<file path="config.mk">
export PLATFORM = sky130hd
export DESIGN_NAME = sha1_message_digest_top
export DESIGN_NICKNAME = d
export VERILOG_FILES = /design/src/sha1md_pkg.sv /design/src/sha1md_sched.sv /design/src/sha1_message_digest_top.sv
export SDC_FILE = /design/constraint.sdc
export NUM_CORES = 2
export LEC_CHECK = 0
export BUFFER_PORTS_ARGS = -buffer_cell sky130_fd_sc_hd__buf_2
export CORE_UTILIZATION = 58
export CTS_CLUSTER_DIAMETER = 120
export DETAILED_ROUTE_END_ITERATION = 12
export MAX_ROUTING_LAYER = met4
export PLACE_DENSITY = 0.75
export SLEW_MARGIN = 5
export SYNTH_ARGS = -nofsm -noshare
export SYNTH_HDL_FRONTEND = slang
export SYNTH_SLANG_ARGS = --single-unit
</file>
<file path="constraint.sdc">
create_clock -name clk -period 40.3 [get_ports clk]
set_input_delay 2.015 -clock clk [delete_from_list [all_inputs] [get_ports clk]]
set_output_delay 2.015 -clock clk [all_outputs]
set_load 0.01 [all_outputs]
</file>
<file path="src/sha1md_pkg.sv">
// Shared constants, types and helpers for the SHA-1 digest block.
`timescale 1ns / 1ps
`default_nettype none
package sha1md_pkg;

  localparam int WordW   = 32;
  localparam int BlkWrds = 16;
  localparam int Rounds  = 80;
  localparam int TotalW  = 61;

  localparam logic [WordW-1:0] InitChain [5] = '{
    32'h67452301, 32'hEFCDAB89, 32'h98BADCFE, 32'h10325476, 32'hC3D2E1F0
  };

  localparam logic [WordW-1:0] K0 = 32'h5A827999;
  localparam logic [WordW-1:0] K1 = 32'h6ED9EBA1;
  localparam logic [WordW-1:0] K2 = 32'h8F1BBCDC;
  localparam logic [WordW-1:0] K3 = 32'hCA62C1D6;

  localparam logic [7:0] PadMark = 8'h80;

  // Control from the sequencer to the schedule shift line
  typedef struct packed {
    logic       shift_byte;
    logic       shift_round;
    logic [7:0] data;
  } sched_ctrl_t;

  function automatic logic [WordW-1:0] rotl1(input logic [WordW-1:0] v);
    return {v[WordW-2:0], v[WordW-1]};
  endfunction

endpackage
`default_nettype wire

</file>
<file path="src/sha1md_sched.sv">
// Block buffer and message schedule: a 16-word shift line.
`timescale 1ns / 1ps
`default_nettype none
module sha1md_sched (
  input  wire logic                        clk,
  input  wire sha1md_pkg::sched_ctrl_t     ctrl,
  output logic [sha1md_pkg::WordW-1:0]     w_cur
);

  logic [sha1md_pkg::WordW-1:0] words [sha1md_pkg::BlkWrds];
  logic [sha1md_pkg::WordW-1:0] w_new;

  // W[t+16] from taps t+13, t+8, t+2, t
  assign w_new = sha1md_pkg::rotl1(words[13] ^ words[8] ^ words[2] ^ words[0]);
  assign w_cur = words[0];

  always_ff @(posedge clk) begin
    if (ctrl.shift_byte) begin
      // bytes enter big-endian; the whole block moves up one byte
      for (int i = 0; i < sha1md_pkg::BlkWrds - 1; i++) begin
        words[i] <= {words[i][23:0], words[i+1][31:24]};
      end
      words[sha1md_pkg::BlkWrds-1] <= {words[sha1md_pkg::BlkWrds-1][23:0], ctrl.data};
    end else if (ctrl.shift_round) begin
      for (int i = 0; i < sha1md_pkg::BlkWrds - 1; i++) begin
        words[i] <= words[i+1];
      end
      words[sha1md_pkg::BlkWrds-1] <= w_new;
    end
  end

endmodule
`default_nettype wire

</file>
<file path="src/sha1_message_digest_top.sv">
// SHA-1 digest engine: byte input, 160-bit digest output, round sequencer.
//
// Input channel: in_valid / in_stall with data_byte, has_byte, last. An item
// is taken when in_valid is high and in_stall low. A byte item without last
// that does not close a 64-byte block leaves in_stall low.
// When a byte fills the block, the compression runs one round per cycle on a
// single shared round adder: 80 rounds and then the chaining add, with
// in_stall high throughout.
// An item with last set pads the message one byte per cycle through the
// block shift line, then compresses; one or two final blocks. When the
// marker lands on byte 56 or later, a second block carries the length;
// the digest is then loaded once the output register is free.
// An item with has_byte and last both clear changes nothing.
// Output channel: out_valid / out_stall with digest_word0..4, held in an
// output register. Once the digest is copied there the engine starts the next
// message at once; a new digest waits only if the previous one is still
// stalled. No byte is taken while the engine pads, compresses or emits.
// Reset (rst, synchronous): chaining words back to the initial values, the
// byte count cleared, no result pending, ready for a new message.
`timescale 1ns / 1ps
`default_nettype none
module sha1_message_digest_top (
  input  wire logic        clk,
  input  wire logic        rst,
  input  wire logic        in_valid,
  output logic             in_stall,
  input  wire logic [7:0]  data_byte,
  input  wire logic        has_byte,
  input  wire logic        last,
  output logic             out_valid,
  input  wire logic        out_stall,
  output logic [31:0]      digest_word0,
  output logic [31:0]      digest_word1,
  output logic [31:0]      digest_word2,
  output logic [31:0]      digest_word3,
  output logic [31:0]      digest_word4
);

  typedef enum logic [2:0] {
    S_IDLE,
    S_ROUND,
    S_ADD,
    S_PAD,
    S_EMIT
  } state_t;

  localparam logic [6:0] LastRound = 7'(sha1md_pkg::Rounds - 1);

  state_t state;

  logic [sha1md_pkg::WordW-1:0]  chain [5];
  logic [sha1md_pkg::WordW-1:0]  work  [5];
  logic [sha1md_pkg::TotalW-1:0] byte_total;
  logic [5:0]                    blk_pos;    // next byte slot in the block
  logic [6:0]                    rnd;
  logic                          fin;        // message is being closed
  logic                          sent80;     // pad marker placed
  logic                          len_ok;     // length fits in this block
  logic                          final_blk;  // block holds the length

  logic                          accept;
  logic                          out_free;
  logic [7:0]                    pad_byte;
  logic [63:0]                   len_bits;
  logic [2:0]                    len_sel;
  logic [sha1md_pkg::WordW-1:0]  w_cur;
  logic [sha1md_pkg::WordW-1:0]  f_val;
  logic [sha1md_pkg::WordW-1:0]  k_val;
  logic [sha1md_pkg::WordW-1:0]  t_val;
  sha1md_pkg::sched_ctrl_t       sctrl;

  assign in_stall = (state != S_IDLE);
  assign accept   = in_valid && !in_stall;
  assign out_free = !out_valid || !out_stall;

  // padding byte: marker, then zeros, then the 64-bit bit length
  assign len_bits = {byte_total, 3'b000};
  assign len_sel  = 3'd7 - blk_pos[2:0];

  always_comb begin
    if (!sent80) begin
      pad_byte = sha1md_pkg::PadMark;
    end else if (len_ok && (blk_pos >= 6'd56)) begin
      pad_byte = len_bits[{len_sel, 3'b000} +: 8];
    end else begin
      pad_byte = 8'h00;
    end
  end

  always_comb begin
    sctrl.shift_byte  = (accept && has_byte) || (state == S_PAD);
    sctrl.shift_round = (state == S_ROUND);
    sctrl.data        = (state == S_PAD) ? pad_byte : data_byte;
  end

  sha1md_sched u_sched (
    .clk   (clk),
    .ctrl  (sctrl),
    .w_cur (w_cur)
  );

  // one round: f from b, c, d, with f and k selected by round group
  always_comb begin
    if (rnd < 7'd20) begin
      f_val = (work[1] & work[2]) | (~work[1] & work[3]);
      k_val = sha1md_pkg::K0;
    end else if (rnd < 7'd40) begin
      f_val = work[1] ^ work[2] ^ work[3];
      k_val = sha1md_pkg::K1;
    end else if (rnd < 7'd60) begin
      f_val = (work[1] & work[2]) | (work[1] & work[3]) | (work[2] & work[3]);
      k_val = sha1md_pkg::K2;
    end else begin
      f_val = work[1] ^ work[2] ^ work[3];
      k_val = sha1md_pkg::K3;
    end
    t_val = {work[0][26:0], work[0][31:27]} + f_val + work[4] + k_val + w_cur;
  end

  always_ff @(posedge clk) begin
    if (rst) begin
      state      <= S_IDLE;
      byte_total <= '0;
      blk_pos    <= '0;
      rnd        <= '0;
      fin        <= 1'b0;
      sent80     <= 1'b0;
      len_ok     <= 1'b0;
      final_blk  <= 1'b0;
      out_valid  <= 1'b0;
      for (int i = 0; i < 5; i++) begin
        chain[i] <= sha1md_pkg::InitChain[i];
        work[i]  <= '0;
      end
    end else begin
      // output register: emptied on a take, refilled from S_EMIT
      if (out_free) begin
        out_valid <= (state == S_EMIT);
      end
      case (state)
        S_IDLE: begin
          if (accept) begin
            fin       <= last;
            sent80    <= 1'b0;
            final_blk <= 1'b0;
            if (has_byte) begin
              byte_total <= byte_total + 1'b1;
              blk_pos    <= blk_pos + 1'b1;
            end
            if (has_byte && (blk_pos == 6'd63)) begin
              for (int i = 0; i < 5; i++) begin
                work[i] <= chain[i];
              end
              state <= S_ROUND;
            end else if (last) begin
              state <= S_PAD;
            end
          end
        end
        S_ROUND: begin
          work[0] <= t_val;
          work[1] <= work[0];
          work[2] <= {work[1][1:0], work[1][31:2]};
          work[3] <= work[2];
          work[4] <= work[3];
          if (rnd == LastRound) begin
            rnd   <= '0;
            state <= S_ADD;
          end else begin
            rnd <= rnd + 1'b1;
          end
        end
        S_ADD: begin
          for (int i = 0; i < 5; i++) begin
            chain[i] <= chain[i] + work[i];
          end
          if (!fin) begin
            state <= S_IDLE;
          end else if (final_blk) begin
            state <= S_EMIT;
          end else begin
            // length goes in the fresh block
            len_ok <= 1'b1;
            state  <= S_PAD;
          end
        end
        S_PAD: begin
          blk_pos <= blk_pos + 1'b1;
          if (!sent80) begin
            sent80 <= 1'b1;
            len_ok <= (blk_pos < 6'd56);
          end
          if (blk_pos == 6'd63) begin
            final_blk <= sent80 && len_ok;
            for (int i = 0; i < 5; i++) begin
              work[i] <= chain[i];
            end
            state <= S_ROUND;
          end
        end
        S_EMIT: begin
          if (out_free) begin
            digest_word0 <= chain[0];
            digest_word1 <= chain[1];
            digest_word2 <= chain[2];
            digest_word3 <= chain[3];
            digest_word4 <= chain[4];
            for (int i = 0; i < 5; i++) begin
              chain[i] <= sha1md_pkg::InitChain[i];
            end
            byte_total <= '0;
            blk_pos    <= '0;
            fin        <= 1'b0;
            state      <= S_IDLE;
          end
        end
        default: begin
          state <= S_IDLE;
        end
      endcase
    end
  end

  // round counter never runs past the last round
  a_rnd_range: assert property (@(posedge clk) disable iff (rst)
    rnd <= LastRound)
    else $error("round counter out of range");

  // chaining add only straight after the last round
  a_add_after_rounds: assert property (@(posedge clk) disable iff (rst)
    (state == S_ADD) |-> ($past(state) == S_ROUND && $past(rnd) == LastRound))
    else $error("chaining add without a full round pass");

  // between items the block slot tracks the message byte count
  a_pos_tracks_total: assert property (@(posedge clk) disable iff (rst)
    (state == S_IDLE) |-> (byte_total[5:0] == blk_pos))
    else $error("block position out of step with byte count");

  // a digest is loaded only when the output register is free
  a_no_overwrite: assert property (@(posedge clk) disable iff (rst)
    (out_valid && out_stall && state == S_EMIT) |=> (state == S_EMIT))
    else $error("digest register overwritten while stalled");

endmodule
`default_nettype wire
</file>
==> impl_metrics.py <==
metrics = {
    "sta": {
        "setup_viol": 0,
        "relSlewSlack_pct": 24.8,
        "clock.fmax_ghz": 0.145,
        "finalHoldViolCount": 0,
        "slew_viol_final": 0,
        "fin_worst_skew_ns": 0.0343,
        "finalWorstPathRequiredPeriod_ns": 6.91,
        "min_period_over_period_pct": 17.1,
        "setup_tns_ns": 0,
        "grt_setup_unrepaired": "no",
        "max_slew.worst_pin.slew_ns": 1.13,
    },
    "synthesis": {
        "yosysUniqueCellTypes": 84,
        "ys_async_sr_fraction_pct": 0,
        "yosysSeqAreaShare_pct": 56.0,
        "synth_area_leader_cell": "sky130_fd_sc_hd__edfxtp_1",
        "syn_avg_cell_area_um2": 10.7,
        "synth.ff_latch_count": 1074,
        "synthCells": 5244,
        "synth_fp_nets": 5600,
        "synth.top_cells.by_area": "sky130_fd_sc_hd__edfxtp_1 53%, sky130_fd_sc_hd__nand2_1 11%, sky130_fd_sc_hd__ha_1 4.9%, sky130_fd_sc_hd__fa_1 4.3%, sky130_fd_sc_hd__xnor2_1 3.0%",
        "post_synth_instance_area_um2": 56100,
        "main_flop_type_after_synthesis": "sky130_fd_sc_hd__edfxtp_1",
        "yosys.cell_count.top_type": "sky130_fd_sc_hd__nand2_1",
        "synth_edf_count": 992,
        "top_cell_type_s_share_of_synthesized_area_pct": 53.1,
        "yosys_warnings": 0,
        "synth_top_cells_by_count": "1,675 x sky130_fd_sc_hd__nand2_1, 992 x sky130_fd_sc_hd__edfxtp_1, 282 x sky130_fd_sc_hd__nor2_1",
    },
    "clock_network": {
        "tritoncts.num_buffers": 110,
        "clkTransAtPathRegs_ns": 0.06,
        "h-tree-depth": 3,
        "holdBufCountCts": 0,
        "clock_latency_ns": 0.72,
        "cts_sinks": 1074,
        "cts_root_buf": "sky130_fd_sc_hd__clkbuf_16",
        "maximum_buffer_depth_of_the_clock_tree": 3,
        "post_cts_buffers": 0,
        "cts_tree": "done",
        "postCtsResizedCells": 0,
    },
    "global_routing": {
        "grt_first_pass_wirelength_um": 217000,
        "groute.usage.overall_pct": 29.5,
        "antenna_found_initial": 2,
        "grt_overflow": 0,
        "first_global_vias": 37500,
        "grt_start_max_net_pins": 186,
    },
    "route": {
        "routed_wl_um": 141000,
        "drt_drc_violations_left": 0,
        "route.vias.total": 39300,
        "routed_wl_per_cell_um": 20.9,
        "postRouteAntennaNets": 0,
        "dr.first_iter.drc_count": 3766,
        "first_pass_iters": 6,
        "via_per_inst": 5.84,
    },
    "run": {
        "maxCapViolations": 0,
    },
    "final_layout": {
        "fillCellCount": 7388,
        "ff_latch_area_um2": 31400,
        "finalInstanceArea_um2": 61800,
        "fin_nets": 5723,
        "final_cells": 6729,
        "syn_to_final_growth_pct": 10.1,
        "layout.core_utilization_pct": 64.7,
        "final_layout_size_suffix_gt1_share_pct": 7.91,
        "multiInputGateArea_um2": 23200,
    },
    "placed_design": {
        "place.gp.congestion": 1.01,
        "dpl-instance-area_um2": 58200,
        "dp_hpwl_um": 99700,
        "place.detailed.instances": 6520,
        "place.port_buffers": 175,
    },
    "die": {
        "die_area_um2": 98000,
        "die_h_um": 313,
        "floorplan.rows": 113,
        "start_util_pct": 58.8,
        "core_area_um2": 95400,
        "top_level_ports": 176,
        "chipWidth_um": 313,
    },
    "hold_path": {
        "class_of_the_most_critical_hold_timing_path": "reg -> reg",
    },
    "outcome": {
        "outcome": "finished, final reports clean",
    },
    "power": {
        "irDropWorstVdd_v": 0.0000811,
        "cellLeakagePower_nw": 25.1,
        "finalPower_mw": 5.70,
        "powerDensity_nw_per_um2": 92.3,
    },
    "setup_path": {
        "crit_path_start_kind": "flip-flop",
        "cp.arrival_ns": 7.35,
        "critical_path.endpoint_type": "flip-flop",
        "critical_path_required_ns": 40.75,
        "critical_path_class": "reg -> reg",
        "critical_path_peak_fanout": 29,
    },
}
## final timing paths
path | slack [ns] | cells after the start | endpoint | startpoint
worst max-delay path | 33.39 | 25 | work[0][31] | rnd[4]
worst min-delay path | 0.48 | 2 | fin | fin
worst max register to register | 33.39 | 25 | work[0][31] | rnd[4]
worst min register to register | 0.48 | 2 | fin | fin
## worst max-delay path, cell delays in order, from the launching register on
cell	delay, ns
sky130_fd_sc_hd__dfxtp_1	0.37
sky130_fd_sc_hd__a41o_1	0.44
sky130_fd_sc_hd__nor2_1	0.51
sky130_fd_sc_hd__inv_1	0.11
sky130_fd_sc_hd__nand2_1	0.08
sky130_fd_sc_hd__buf_4	0.34
sky130_fd_sc_hd__nor2_1	0.07
sky130_fd_sc_hd__a211oi_1	0.34
sky130_fd_sc_hd__fa_1	0.49
sky130_fd_sc_hd__inv_1	0.10
sky130_fd_sc_hd__fa_1	0.46
sky130_fd_sc_hd__fa_1	0.46
sky130_fd_sc_hd__inv_1	0.07
sky130_fd_sc_hd__ha_1	0.18
sky130_fd_sc_hd__inv_1	0.07
sky130_fd_sc_hd__fa_1	0.38
sky130_fd_sc_hd__nand2b_1	0.20
sky130_fd_sc_hd__a21oi_1	0.29
sky130_fd_sc_hd__o21a_1	0.22
sky130_fd_sc_hd__o21ai_0	0.16
sky130_fd_sc_hd__a31oi_1	0.31
sky130_fd_sc_hd__o21a_1	0.19
sky130_fd_sc_hd__o221ai_1	0.16
sky130_fd_sc_hd__nand3b_1	0.20
sky130_fd_sc_hd__and3_1	0.16
sky130_fd_sc_hd__a211o_1	0.26
## metrics by stage
stage                     worst slack [ns]  hold slack [ns]
after floorplan                      15.62            0.452
after global placement               33.68            0.473
after detailed placement             33.53            0.476
after CTS                            33.44            0.484
after global routing                 32.92            0.512
final                                33.39            0.481
## per-layer routing
layer | vias up | global-route usage, % | part of all wire (%)
li1 | 18500 | - | -
met1 | 19200 | 38.1 | 41
met2 | 1353 | 47.7 | 48
met3 | 313 | 3.90 | 6.0
met4 | 0 | 11.7 | 4.4
met5 | - | - | 0
## cells in the final DEF, fill, tap and decap left out, types with 128 or more instances in the layout
master / synthesis / final
sky130_fd_sc_hd__o21ai_0: 157 / 157
sky130_fd_sc_hd__nand2_1: 1675 / 1674
sky130_fd_sc_hd__edfxtp_1: 992 / 992
sky130_fd_sc_hd__a22o_1: 128 / 128
sky130_fd_sc_hd__xnor2_1: 191 / 191
sky130_fd_sc_hd__nor2_1: 282 / 278
sky130_fd_sc_hd__a21oi_1: 167 / 167
sky130_fd_sc_hd__ha_1: 222 / 222
sky130_fd_sc_hd__buf_2: 10 / 175
sky130_fd_sc_hd__inv_1: 202 / 202
## sequential cells by signal, summed over array words and instances, names as in the netlist, 7 cells and up
name and cells:
digest_word3 32, digest_word2 32, digest_word1 32, byte_total 61, work 160, u_sched.words 512
chain 160, rnd 7, digest_word0 32, digest_word4 32
## cells by family after synthesis
| family | after synthesis | synth area share, % |
|---|---|---|
| multiplexers | 32 | 0.872 |
| AND/OR/NAND/NOR | 2285 | 16.7 |
| XOR/XNOR | 305 | 4.76 |
| flip-flops | 1074 | 56.0 |
| AO/OA/AOI/OAI | 801 | 9.72 |
| buffers and inverters | 405 | 2.73 |
| adder cells (fa/ha/maj) | 342 | 9.23 |
## power by group
group          switching, mW  total (mW)  internal, mW
combinational           1.49        2.51          1.02
clock                  0.449        1.02         0.574
sequential             0.375        2.16          1.79
total                   2.32        5.70          3.38
## final cells by class
type | instances | area share, %
sequential | 1074 | 50.9
multi-input combinational | 3765 | 37.6
clock buffer | 134 | 4.65
tap | 1265 | 2.56
timing repair buffer | 212 | 1.91
inverter | 204 | 1.24
clock inverter | 74 | 1.16
antenna | 1 | 0.00405
Power figures use the tool's default switching activity.
